## config.mk

```make
export PLATFORM = sky130hd
export DESIGN_NAME = periodic_task_release_scheduler_top
export DESIGN_NICKNAME = d
export VERILOG_FILES = /design/src/ptrs_pkg.sv /design/src/periodic_task_release_scheduler_top.sv /design/src/ptrs_ram.sv
export VERILOG_INCLUDE_DIRS = /design/src /design/src/src
export SDC_FILE = /design/constraint.sdc
export NUM_CORES = 1
export LEC_CHECK = 0
export ABC_AREA = 1
export BUFFER_PORTS_ARGS = -buffer_cell sky130_fd_sc_hd__buf_2
export CORE_ASPECT_RATIO = 1.25
export CORE_UTILIZATION = 39
export CTS_BUF_LIST = sky130_fd_sc_hd__clkbuf_16
export CTS_CLUSTER_DIAMETER = 40
export DETAILED_ROUTE_END_ITERATION = 8
export PLACE_DENSITY = 0.51
export SETUP_SLACK_MARGIN = 0.4
export SKIP_CTS_REPAIR_TIMING = 1
export SLEW_MARGIN = 20
export SYNTH_ARGS = -nofsm -noshare
export SYNTH_HDL_FRONTEND = slang
export SYNTH_HIERARCHICAL = 1
export SYNTH_SLANG_ARGS = --single-unit
```

## constraint.sdc

```tcl
create_clock -name clk -period 6.16 [get_ports clk]
set_clock_uncertainty 0.15 [all_clocks]
set_input_delay 0.308 -clock clk [delete_from_list [all_inputs] [get_ports clk]]
set_output_delay 0.308 -clock clk [all_outputs]
set_load 0.01 [all_outputs]
```

## src/periodic_task_release_scheduler_top_defines.svh

```systemverilog
// Assertion macros for the periodic task release scheduler.
`ifndef PERIODIC_TASK_RELEASE_SCHEDULER_TOP_DEFINES_SVH
`define PERIODIC_TASK_RELEASE_SCHEDULER_TOP_DEFINES_SVH

// same-cycle implication
`define PTRS_ASSERT_NOW(label, ck, rn, ante, cons, msg) \
	label: assert property (@(posedge ck) disable iff (!rn) (ante) |-> (cons)) else $error(msg);

// next-cycle implication
`define PTRS_ASSERT_NEXT(label, ck, rn, ante, cons, msg) \
	label: assert property (@(posedge ck) disable iff (!rn) (ante) |=> (cons)) else $error(msg);

`endif

```

## src/ptrs_pkg.sv

```systemverilog
// Package: shared constants and entry layout for the task release scheduler.
package ptrs_pkg;
	localparam int TASK_COUNT = 16;
	localparam int IDX_W      = 4;
	localparam int PER_W      = 16;
	localparam int TICK_W     = 32;
	localparam int ENT_W      = PER_W + TICK_W;
	localparam int MASK_W     = 16;

	localparam logic OP_TICK = 1'b0;
	localparam logic OP_PROG = 1'b1;

	typedef struct packed {
		logic [PER_W-1:0]  period;
		logic [TICK_W-1:0] release_tick;
	} entry_t;
endpackage

```

## src/periodic_task_release_scheduler_top.sv

```systemverilog
// Top level: periodic task release scheduler with fixed-priority pick.
//
// Channel  Dir  Signals                        Contents
// s        in   s_tvalid s_tready s_tdata s_tuser  one command per transaction
// m        out  m_tvalid m_tready m_tdata m_tuser  one result per command
// cfg      in   cfg_valid cfg_ready cfg_data       task enable mask write
//
// A tick walks the states in order: a sweep that reads each task entry from the entry
// RAM in turn, a drain state for the last read, a final state that loads the result,
// and idle, where the next command is accepted. A program command goes from idle
// straight to the final state. One command is in flight.
// A full, stalled result register holds the command in its last cycle, s_tready low.
// Reset clears counter, ready mask, entry valid bits.
module periodic_task_release_scheduler_top (
	input  logic        clk,
	input  logic        arst_n,
	input  logic        s_tvalid,
	output logic        s_tready,
	input  logic [23:0] s_tdata,    // task_index[3:0], task_period[19:4], zero fill
	input  logic        s_tuser,    // opcode
	output logic        m_tvalid,
	input  logic        m_tready,
	output logic [55:0] m_tdata,    // picked_task[3:0], current_tick[35:4], ready_tasks[51:36], zero fill
	output logic        m_tuser,    // picked_valid
	input  logic        cfg_valid,
	output logic        cfg_ready,
	input  logic [15:0] cfg_data    // task_enable_mask
);
	localparam logic [1:0] ST_IDLE  = 2'd0;
	localparam logic [1:0] ST_SWEEP = 2'd1;
	localparam logic [1:0] ST_DRAIN = 2'd2;
	localparam logic [1:0] ST_FIN   = 2'd3;

	localparam int TC = ptrs_pkg::TASK_COUNT;
	localparam int IW = ptrs_pkg::IDX_W;

	logic [1:0]                  state_q;
	logic [ptrs_pkg::MASK_W-1:0] en_q;
	logic [ptrs_pkg::TICK_W-1:0] tick_q;
	logic [TC-1:0]               ready_q;
	logic [TC-1:0]               ent_valid_q;
	logic [IW-1:0]               k_q;
	logic                        sweep_s1;
	logic [IW-1:0]               idx_s1;
	logic                        ent_ok_s1;
	logic                        found_q;
	logic [IW-1:0]               pick_q;

	logic                        m_tvalid_q;
	logic                        o_valid_q;
	logic [IW-1:0]               o_task_q;
	logic [ptrs_pkg::TICK_W-1:0] o_tick_q;
	logic [ptrs_pkg::MASK_W-1:0] o_ready_q;

	logic                        in_acc;
	logic                        prog_acc;
	logic                        tick_acc;
	logic [IW-1:0]               in_idx;
	logic [ptrs_pkg::PER_W-1:0]  in_per;
	logic                        out_free;

	ptrs_pkg::entry_t            rd_ent;
	ptrs_pkg::entry_t            cur_ent;
	ptrs_pkg::entry_t            wr_ent;
	logic [ptrs_pkg::ENT_W-1:0]  rd_raw;
	logic                        rel_hit;
	logic                        bit_now;
	logic                        take;
	logic                        wr_en;
	logic [IW-1:0]               wr_addr;

	assign cfg_ready = 1'b1;
	assign s_tready  = (state_q == ST_IDLE);
	assign in_acc    = s_tvalid && s_tready;
	assign in_idx    = s_tdata[IW-1:0];
	assign in_per    = s_tdata[IW +: ptrs_pkg::PER_W];
	assign prog_acc  = in_acc && (s_tuser == ptrs_pkg::OP_PROG)
		&& ({1'b0, in_idx} < (IW+1)'(TC));
	assign tick_acc  = in_acc && (s_tuser == ptrs_pkg::OP_TICK);
	assign out_free  = !m_tvalid_q || m_tready;

	assign rd_ent  = ptrs_pkg::entry_t'(rd_raw);
	assign cur_ent = ent_ok_s1 ? rd_ent : '0;
	assign rel_hit = en_q[idx_s1] && !ready_q[idx_s1] && (tick_q >= cur_ent.release_tick);
	assign bit_now = ready_q[idx_s1] || rel_hit;
	assign take    = sweep_s1 && bit_now && !found_q;

	always_comb begin
		wr_en   = prog_acc || take;
		wr_addr = in_idx;
		wr_ent.period       = in_per;
		wr_ent.release_tick = ptrs_pkg::TICK_W'(in_per);
		if (take) begin
			wr_addr             = idx_s1;
			wr_ent.period       = cur_ent.period;
			wr_ent.release_tick = cur_ent.release_tick
				+ ptrs_pkg::TICK_W'(cur_ent.period);
		end
	end

	ptrs_ram #(
		.WIDTH  (ptrs_pkg::ENT_W),
		.DEPTH  (TC),
		.ADDR_W (IW)
	) u_ent_ram (
		.clk     (clk),
		.wr_en   (wr_en),
		.wr_addr (wr_addr),
		.wr_data (wr_ent),
		.rd_addr (k_q),
		.rd_data (rd_raw)
	);

	always_ff @(posedge clk or negedge arst_n) begin
		if (!arst_n) begin
			state_q     <= ST_IDLE;
			en_q        <= '0;
			tick_q      <= '0;
			ready_q     <= '0;
			ent_valid_q <= '0;
			k_q         <= '0;
			sweep_s1    <= 1'b0;
			idx_s1      <= '0;
			ent_ok_s1   <= 1'b0;
			found_q     <= 1'b0;
			pick_q      <= '0;
			m_tvalid_q  <= 1'b0;
		end else begin
			if (cfg_valid && cfg_ready) begin
				en_q <= cfg_data;
			end

			sweep_s1  <= (state_q == ST_SWEEP);
			idx_s1    <= k_q;
			ent_ok_s1 <= ent_valid_q[k_q];

			if (wr_en) begin
				ent_valid_q[wr_addr] <= 1'b1;
			end
			if (prog_acc) begin
				ready_q[in_idx] <= 1'b0;
			end
			if (sweep_s1) begin
				ready_q[idx_s1] <= bit_now && !take;
			end
			if (take) begin
				found_q <= 1'b1;
				pick_q  <= idx_s1;
			end

			if (state_q == ST_FIN && out_free) begin
				m_tvalid_q <= 1'b1;
			end else if (m_tvalid_q && m_tready) begin
				m_tvalid_q <= 1'b0;
			end

			case (state_q)
				ST_IDLE: begin
					if (in_acc) begin
						found_q <= 1'b0;
						pick_q  <= '0;
						k_q     <= '0;
						if (tick_acc) begin
							tick_q  <= tick_q + 1'b1;
							state_q <= ST_SWEEP;
						end else begin
							state_q <= ST_FIN;
						end
					end
				end
				ST_SWEEP: begin
					if (k_q == IW'(TC-1)) begin
						state_q <= ST_DRAIN;
					end else begin
						k_q <= k_q + 1'b1;
					end
				end
				ST_DRAIN: begin
					state_q <= ST_FIN;
				end
				ST_FIN: begin
					if (out_free) begin
						state_q <= ST_IDLE;
					end
				end
				default: begin
					state_q <= ST_IDLE;
				end
			endcase
		end
	end

	always_ff @(posedge clk) begin
		if (state_q == ST_FIN && out_free) begin
			o_valid_q <= found_q;
			o_task_q  <= pick_q;
			o_tick_q  <= tick_q;
			o_ready_q <= ptrs_pkg::MASK_W'(ready_q);
		end
	end

	assign m_tvalid = m_tvalid_q;
	assign m_tuser  = o_valid_q;
	assign m_tdata  = {4'b0, o_ready_q, o_tick_q, o_task_q};

`include "periodic_task_release_scheduler_top_defines.svh"

	`PTRS_ASSERT_NOW(a_pick_not_ready, clk, arst_n, m_tvalid_q && o_valid_q, !o_ready_q[o_task_q], "picked task still ready")
	`PTRS_ASSERT_NEXT(a_prog_blocks, clk, arst_n, prog_acc, !ready_q[$past(in_idx)], "programmed task not blocked")
	`PTRS_ASSERT_NEXT(a_tick_adv, clk, arst_n, tick_acc, tick_q == $past(tick_q) + 1'b1, "tick counter did not advance")
endmodule

```

## src/ptrs_ram.sv

```systemverilog
// Generic single-port-write, registered-read RAM.
module ptrs_ram #(
	parameter int WIDTH  = 8,
	parameter int DEPTH  = 16,
	parameter int ADDR_W = 4
) (
	input  logic              clk,
	input  logic              wr_en,
	input  logic [ADDR_W-1:0] wr_addr,
	input  logic [WIDTH-1:0]  wr_data,
	input  logic [ADDR_W-1:0] rd_addr,
	output logic [WIDTH-1:0]  rd_data
);
	logic [WIDTH-1:0] mem [DEPTH];
	logic [WIDTH-1:0] rd_data_q;

	always_ff @(posedge clk) begin
		if (wr_en) begin
			mem[wr_addr] <= wr_data;
		end
		rd_data_q <= mem[rd_addr];
	end

	assign rd_data = rd_data_q;
endmodule

```

**Word-level counts from Yosys, hierarchy flattened**

Memories as Yosys holds them, arrays and structs flattened. A register that Yosys moved wholly into a read port is not among the register bits.
Index checks and enable logic that the tools add are counted.

- Muxes and demuxes: 36
- Reductions and logical operators: 26
- $lt $le $gt $ge: 8
- Add/subtract/negate cells: 3
- Equality and inequality tests: 8
- Bitwise gates (word level): 4

Operators with widths:

| operator | count |
|---|---|
| $mux 48 | 2 |
| $add 32x1->32 const B | 1 |
| $add 32x16->32 | 1 |
| $ge 32x32->1 | 1 |
| $mux 16 | 2 |
| $mux 4 | 6 |
| $lt 4x5->1 const B | 4 |
| $and 16x16->16 | 1 |
| $bwmux 16 | 1 |
| $not 16->16 | 1 |
| $or 16x16->16 | 1 |
| $logic_and 1x1->1 | 13 |
| $mux 1 | 13 |
| $bmux 1 s4 | 3 |
| $demux 1 s4 | 3 |
| $ge 4x1->1 const B | 3 |
| $reduce_and 3->1 | 3 |
| $mux 2 | 4 |
| $pmux 2 s4 | 1 |
| $pmux 4 s2 | 1 |
| $add 4x1->4 const B | 1 |
| $eq 2x2->1 const B | 2 |
| $eq 4x4->1 const B | 1 |
| $logic_not 1->1 | 4 |
| 7 further kinds | 12 |

- Logic and storage cells: 102
- Memory bits (writable): 768
- Output and inout bits: 60
- Memories: 1
- Register bits: 151
- Input port bits: 46

Memory list:

| memory | depth | bits a word | rd ports | clocked after Yosys merged registers in | wr ports | RTL line | RTL |
|---|---|---|---|---|---|---|---|
| u_ent_ram.mem | 16 | 48 | 1 | 1 | 1 | ptrs_ram.sv:14 | `logic [WIDTH-1:0] mem [DEPTH];` |

**Logic depth before layout (Yosys ltp)**

Gate-level depths: netlist of the first run.

- Depth after elaboration: 14
- Depth in mapped cells: 26
- Depth with buffers taken out: 23

**Modules after synthesis**

Netlist of the first run, hierarchy kept.

Modules (own cells, without submodules):

| module | times used | area an instance (um2) | sequential area each (um2) | cells an instance |
|---|---|---|---|---|
| ptrs_ram | 1 | 33988.8 | 24023.0 | 3165 |
| periodic_task_release_scheduler_top | 1 | 9004.9 | 4043.9 | 1042 |

**Worst setup path before layout of the first run**

Ideal clock, no wire load.

- Kind: register to register
- Start: register ent_ok_s1
- End: memory u_ent_ram/mem[4][0] (netlist bit) (enable)
- Clock period less this slack: 5203 ps
- Data required time: 5556 ps
- Setup slack: 957 ps
- Arrival time: 4599 ps
- Stages on the path, launching flop included: 20
- Cell sequence: dfrtp_1 > clkbuf_1 > buf_1 > nand2_1 > ha_1 > nand2_1 > nor2_1 > nand2_1 > nor2_1 > nor2_1 > nand2_1 > nand2_1 > nand2_1 > nand2_1 > nand2_4 > nand3_4 > nand2_1 > nand2_1 > nand3b_1 > nor2_1

RTL lines:

| item | RTL line | RTL |
|---|---|---|
| start, declared | periodic_task_release_scheduler_top.sv:45 | `logic ent_ok_s1;` |
| start signal, assigned | periodic_task_release_scheduler_top.sv:135 | `ent_ok_s1 <= ent_valid_q[k_q];` |
| $mux 48 | periodic_task_release_scheduler_top.sv:83 | `assign cur_ent = ent_ok_s1 ? rd_ent : '0;` |
| $ge 32x32->1 | periodic_task_release_scheduler_top.sv:84 | `assign rel_hit = en_q[idx_s1] && !ready_q[idx_s1] && (tick_q >= cur_ent.release_tick);` |
| $logic_and 1x1->1 | periodic_task_release_scheduler_top.sv:84 |  |
| $logic_or 1x1->1 | periodic_task_release_scheduler_top.sv:85 | `assign bit_now = ready_q[idx_s1] \|\| rel_hit;` |
| $logic_and 1x1->1 (2 in series) | periodic_task_release_scheduler_top.sv:86 | `assign take = sweep_s1 && bit_now && !found_q;` |
| $mux 4 | periodic_task_release_scheduler_top.sv:93 | `if (take) begin` |
| net wr_addr[3] | periodic_task_release_scheduler_top.sv:70 | `logic [IW-1:0] wr_addr;` |
| end, declared | ptrs_ram.sv:14 |  |

The timed path passes the listed nets, and every way through them passes these cells.

**Worst setup path in the final report of the first run**

- Start: register ent_ok_s1
- End: memory u_ent_ram/mem[11][47] (netlist bit) (enable)

The elaborated chain is that of the path after synthesis.

==> results by group, run 1 <==
Run status
  • Status: complete, no violations

STA
  • # setup viols final: 0
  • Pins over their slew limit: 0
  • Unrepaired setup endpoints after global routing: no
  • Min Tclk post-route: roughly 5 ns
  • Worst-Margin Slew: between 1 and 1.5 ns
  • Setup TNS: 0 ns
  • Slew margin rel.: 0.250
  • Final period util: 0.809
  • Final WS setup: 1.18 ns
  • Fmax: 201 MHz
  • Final hold vios: 0

Cells and area
  • NumNets Final: between 4,000 and 5,000
  • Most common cell after layout, fill and taps aside: nand2_1
  • Ant diodes: 0
  • Most frequent cells in the layout: 1,256 x nand2_1, 821 x edfxtp_1, 720 x inv_1
  • Layout area overhead: 16.0%
  • Layout cells sized above 1: 0.104
  • Fin cells: approximately 6,000

Critical path
  • Worst Path Max Fanout: 29
  • Crit. End Element: flop
  • CP Class: reg -> reg
  • Worst EP arrival: 5.26 ns
  • Register-to-Register Setup Slack: 1.18 ns
  • Worst setup SP type: flop
  • WP data required: approximately 6.4 ns

Synthesis
  • Cell area after synthesis: around 0.043 mm2
  • Mux contribution to synthesized area: 0.00419
  • Top cells by area, synth: edfxtp_1 57%, nand2_1 11%, nand3_1 7.2%
  • Adder-cell share of the synthesized area: 0.0162
  • Yosys reg bits: 967
  • Cell taking the most area after synthesis: edfxtp_1
  • EDFF count, synth: about 820
  • XOR/XNOR Fraction of Synth Area: 0.0102
  • Largest family of logic cells by synthesized area: simple AND/OR/NAND/NOR gates
  • Yosys cell types: 55
  • Post-Synthesis Cells: ~4,200
  • Post-synth ARST share: 0.101
  • Mean Syn Cell Area: 10.2 um2
  • Number of synthesis warnings: 6
  • Compound-cell area share of the yosys netlist: 0.0236
  • Post-synthesis simple-gate area fraction: 0.203
  • Post-synth top area share: 0.573
  • Post-synthesis sequential area ratio: 0.653
  • Top_reg_cell synth: edfxtp_1

Die
  • Site Rows: between 100 and 150
  • Die W: 299 um
  • Core Region: between 0.1 and 0.15 mm2
  • Initial cell density of the core: 0.395
  • Die Y: approximately 370 um
  • Die area: around 0.11 mm2
  • I/O pin cnt: 106

Power
  • Maximum vdd drop: between 200 and 300 uV
  • PD cells: approximately 440 mW/mm2
  • Pleak: around 22 nW

GRT
  • Grt ovf: 0
  • Largest net degree at the start of global routing: 161
  • Initial antenna violation count: 0
  • Gr usage total: 0.207
  • Global-route wire length before repair: about 170 mm
  • Vias in the first global route: between 20,000 and 30,000

Clock network
  • Root Driver: clkbuf_16
  • Clock latency on the worst-skew pair: approximately 0.75 ns
  • Clock Sinks: approximately 970
  • CTS tree: yes
  • Htree depth: 4
  • Clk slew on worst S/H paths: about 0.05 ns
  • CTS buffer count: ~130
  • Clk buf depth: 3

Placed design
  • GPL Wtd Cong: approximately 0.84
  • Post-placement setup slack: between 1 and 1.5 ns
  • Inst Count DP: ~5,600
  • I/O Buffers: 96
  • Dpl hpwl: roughly 63 mm

Hold path
  • Min-Delay Path Class: in -> reg

Drt
  • Drt total wl: 116 mm
  • First-pass DRT Iterations: 5
  • Vias per cell: 4.89
  • Starting DRT DRC Count: 2,032
  • Vias: 28,900
  • DR DRC count: 0
  • WL/cell: a little under 20 um
  • Post-DRT Antenna Nets: 0

Run
  • Max-cap violations: 0
## logic make-up (layout without fill, tap and decap cells)
| logic type | after synthesis | in the layout |
|---|---|---|
| and+or+nand+nor | 2044 | 2044 |
| DFF | 967 | 967 |
| buffers and inverters | 897 | 1167 |
| AOI/OAI and AO/OA | 176 | 176 |
| adders and majority gates | 55 | 55 |
| xor gates and xnor gates | 50 | 50 |
| muxes | 16 | 16 |
| other | 2 | 5 |
## worst paths after layout
kind                                startpoint                         endpoint  cells past startpoint
max in group asynchronous               arst_n              en_q[0]$_DFFE_PN0P_                      4
min in group asynchronous               arst_n            tick_q[0]$_DFFE_PN0P_                      3
max                        ent_ok_s1$_DFF_PN0_  u_ent_ram/mem[11][47]$_DFFE_PP_                     17
max reg2reg                ent_ok_s1$_DFF_PN0_  u_ent_ram/mem[11][47]$_DFFE_PP_                     17
min reg2reg                  found_q$_DFF_PN0_                m_tuser$_DFFE_PP_                      0
min                                 s_tdata[6]   u_ent_ram/mem[8][34]$_DFFE_PP_                      3
## final cells by class
type                       count  area (um2)
multi-input combinational   2346       11300
clock inverter               105         932
clock buffer                 140        3500
fill                       10100       58900
tap                         1438        1800
sequential                   967       28100
inverter                     713        2700
timing repair buffer         209        1570
## sequential cells by signal (all words and copies together), names as in the netlist, 2 cells and up
| register | flops |
|---|---|
| u_ent_ram/rd_data | 48 |
| ready_q | 16 |
| ent_valid_q | 16 |
| k_q | 4 |
| o_ready_q | 16 |
| tick_q | 32 |
| o_task_q | 4 |
| state_q | 2 |
| u_ent_ram/mem | 768 |
| pick_q | 4 |
| o_tick_q | 32 |
| en_q | 16 |
| idx_s1 | 4 |
## synthesized netlist by cell type, types with 5 or more instances
cell type	number
xnor2_1	15
nand2_4	5
clkbuf_1	34
dfrtp_1	98
buf_6	38
a22oi_1	14
nor4_1	10
buf_2	82
a21oi_1	50
o21ai_1	29
edfxtp_1	821
nor2_1	96
ha_1	54
nand4_1	15
dfxtp_1	48
o21ai_0	46
o22ai_1	8
buf_4	17
mux2_2	16
o21bai_1	6
inv_2	8
nor2_2	7
nand2_1	1256
nand2_2	6
nand3_1	619
a21o_1	5
xor2_1	35
buf_1	10
inv_1	703
nor3_1	13
## critical path, stage by stage, from the launching register on
cell and delay (ns):
dfrtp_2 0.81, buf_4 0.40, nand2_1 0.20, ha_1 0.34, nand2_1 0.05, nor2_1 0.14, nand2_1 0.10, nor2_1 0.11
nand2_1 0.06, nand2_1 0.14, nand2_1 0.11, nand2_4 0.13, nand3_4 0.15, nand2_1 0.12, nand2_2 0.14, nand3b_1 0.44
nor2_4 0.75, buf_12 0.29
## layer usage
layer  GRT usage  share of wire  routed length, um
met5           0              0                  0
met1       0.274           0.44              50700
met2       0.346           0.49              56600
met3      0.0307          0.052               5980
met4      0.0677          0.024               2820
## metrics by stage
| stage | power, mW | instance area (um2) | hold WS (ns) | utilization |
|---|---|---|---|---|
| 6_report | 22.0 | 49900 | 0.0377 | 0.458 |
| 3_5_place_dp | 14.5 | 44900 | 0.209 | 0.413 |
| 3_3_place_gp | 14.5 | 44900 | 0.210 | 0.413 |
| 4_1_cts | 22.2 | 49400 | -0.598 | 0.454 |
| 5_1_grt | 23.1 | 49900 | 0.0615 | 0.458 |
| 2_1_floorplan | 12.6 | 43000 | -0.138 | - |
## report_power, final
group,internal (mW),leakage [nW],total [mW],switching [mW]
registers,7.99,9.07,8.35,0.358
clock network,4.68,2.23,7.60,2.92
logic,1.77,10.3,6.08,4.30
(Power assumes the default switching activity.)
==> inputs of run 2 (changes only) <==
Settings changed: PLACE_DENSITY 0.51 to 0.53.
Clock period 6.16 ns to 4.2 ns, I/O delays scaled along.
==> run 2 against run 1 <==
Compared with the run above:
- the flow now finishes with violations (hold timing)
- wire length is 5.4% higher
- via count rose by 2.9%
- combinational power increased by 68%
- power up 50%
- clock power increased by 39%
- non-clock buffer count is 133 higher
- die area did not move
- worst hold slack worse by 0.046 ns
- final cell count increased by 1.9%
- sequential power increased by 46%
- critical endpoint is now u_ent_ram/mem[10][29]$_DFFE_PP_
- highest routed layer unchanged
==> results by group, run 2 (same netlist as run 1, synthesis figures left out) <==
Run status
  • Status: complete, but fails checks
  • Failing checks: hold timing

Critical path
  • CP Class: reg -> reg
  • Register-to-Register Setup Slack: about 0.40 ns
  • Crit. End Element: flop
  • Worst EP arrival: ~4.1 ns
  • Worst Path Max Fanout: 20
  • WP data required: approximately 4.5 ns
  • FF-to-FF Start: ent_ok_s1$_DFF_PN0_
  • Worst reg2reg path endpoint: u_ent_ram/mem[10][29]$_DFFE_PP_
  • R2r worst-path depth: 22
  • Worst setup SP type: flop

Cells and area
  • Max reg flops: between 700 and 800
  • NumNets Final: 4,590
  • Layout cells sized above 1: 0.135
  • Most frequent cells in the layout: 1,229 x nand2_1, 821 x edfxtp_1, 716 x inv_1
  • Layout area overhead: 20.0%
  • Fin area: 0.0516 mm2
  • Biggest register: u_ent_ram/mem
  • Register Area: between 0.02 and 0.03 mm2
  • # fillers: approximately 10,000
  • Most common cell after layout, fill and taps aside: nand2_1
  • Area of the multi-input gates: 0.0115 mm2
  • Ant diodes: 0

STA
  • # setup viols final: 0
  • Pins over their slew limit: 0
  • Unrepaired setup endpoints after global routing: yes
  • Worst hold slack: -0.00839 ns
  • Worst-Margin Slew: around 0.97 ns
  • Fmax: 263 MHz
  • Min Tclk post-route: roughly 3.8 ns
  • Final WS setup: approximately 0.4 ns
  • Slew margin rel.: 0.355
  • Final period util: 0.905
  • Final hold vios: 11

Drt
  • Vias: ~30,000
  • First-pass DRT Iterations: 5
  • Vias per cell: ~4.9
  • Starting DRT DRC Count: roughly 2,500
  • Post-DRT Antenna Nets: 0
  • DR DRC count: 0
  • Drt total wl: 122 mm
  • WL/cell: a little over 20 um

Hold path
  • WHS Endpoint: u_ent_ram/mem[10][7]$_DFFE_PP_
  • Hold path cells: 4
  • Hold Path Origin: s_tdata[11]
  • Min-Delay Path Class: in -> reg

Clock network
  • Clock latency on the worst-skew pair: 0.75 ns
  • Clk slew on worst S/H paths: around 0.06 ns
  • CTS buffer count: around 120
  • Htree depth: 3
  • CTS tree: yes
  • Root Driver: clkbuf_16
  • Clock Sinks: just under 1,000
  • Clk buf depth: 3

Placed design
  • Dpl hpwl: about 70 mm
  • Post-placement setup slack: -0.185 ns
  • I/O Buffers: 96
  • GPL Wtd Cong: 0.889
  • Total placed instance area: approximately 0.046 mm2

Run
  • Max-cap violations: 0

Power
  • Power, Total: roughly 33 mW
  • PD cells: between 600 and 700 mW/mm2
  • Maximum vdd drop: 403 uV
  • Pleak: 22.3 nW

Die
  • Die Y: around 370 um
  • Site Rows: about 140
  • I/O pin cnt: 106
  • Die W: 299 um
  • Core Region: about 0.11 mm2
  • Initial cell density of the core: 0.395
  • Die area: about 0.11 mm2

GRT
  • Gr usage total: 0.210
  • Global-route wire length before repair: ~180 mm
  • Largest net degree at the start of global routing: roughly 150
  • Initial antenna violation count: 1
  • Grt ovf: 0
  • Vias in the first global route: 28,300
[run 2: cell types whose count changed in the layout (fill, tap and decap cells not counted), sizes merged]
| cell | delta |
|---|---|
| clkbuf | -2 |
| clkinvlp | +3 |
| buf | +112 |
| bufinv | +3 |
| dlygate4sd3 | +2 |
| inv | +7 |
| clkinv | -11 |
| nand3 | +1 |
[run 2: metal layers]
| metal | share of wire | track usage |
|---|---|---|
| met3 | 0.053 | 0.0269 |
| met5 | 0 | 0 |
| met4 | 0.023 | 0.0612 |
| met1 | 0.43 | 0.279 |
| met2 | 0.50 | 0.357 |
[run 2: critical path, stage by stage, from the launching register on]
cell	delay, ns
dfrtp_2	0.46
buf_4	0.16
buf_12	0.12
nand2_1	0.08
ha_1	0.30
nand2_1	0.08
nor2_2	0.14
nand2_1	0.08
nor2_1	0.10
nor2_1	0.06
nand2_2	0.10
nand2_1	0.06
nand2_1	0.07
nand2_1	0.09
nand2_4	0.14
nand3_4	0.18
nand2_4	0.12
nand2_4	0.11
nand3b_1	0.20
buf_4	0.18
nor2_4	0.13
buf_12	0.17
buf_12	0.20
[run 2: stage by stage]
stage	TNS, ns	utilization	hold WS [ns]	std cells
finish	0	0.474	-0.00839	6033
CTS	-42.46	0.459	-0.546	5922
global placement	-7.28	0.421	0.260	5696
global route	0	0.474	0.00385	6033
floorplan	0	-	-0.236	4210
detailed placement	-30.15	0.421	0.271	5696
[run 2: power by group]
group | switching [mW] | leakage, nW | internal [mW]
Clock | 4.31 | 2.06 | 6.26
Sequential | 0.496 | 9.07 | 11.7
Combinational | 6.94 | 11.2 | 3.26
[run 2: how the worst max path moves through the flow]
stage / start / end / cells after the start
after CTS: ent_ok_s1$_DFF_PN0_ / u_ent_ram/mem[15][42]$_DFFE_PP_ / 19
after global routing: ent_ok_s1$_DFF_PN0_ / u_ent_ram/mem[10][28]$_DFFE_PP_ / 18
after floorplan: ent_ok_s1$_DFF_PN0_ / u_ent_ram/mem[10][0]$_DFFE_PP_ / 19
after global placement: ent_ok_s1$_DFF_PN0_ / u_ent_ram/mem[15][39]$_DFFE_PP_ / 19
after detailed placement: ent_ok_s1$_DFF_PN0_ / u_ent_ram/mem[15][39]$_DFFE_PP_ / 19
final: ent_ok_s1$_DFF_PN0_ / u_ent_ram/mem[10][29]$_DFFE_PP_ / 22
[run 2: cell type report]
| type | instances | area share |
|---|---|---|
| clock buffers | 119 | 0.0577 |
| clock inverters | 107 | 0.0227 |
| inverters | 713 | 0.0523 |
| multi-input cells | 2347 | 0.222 |
| flip-flops and latches | 967 | 0.544 |
| well taps | 1438 | 0.0349 |
| repair buffers | 342 | 0.0661 |
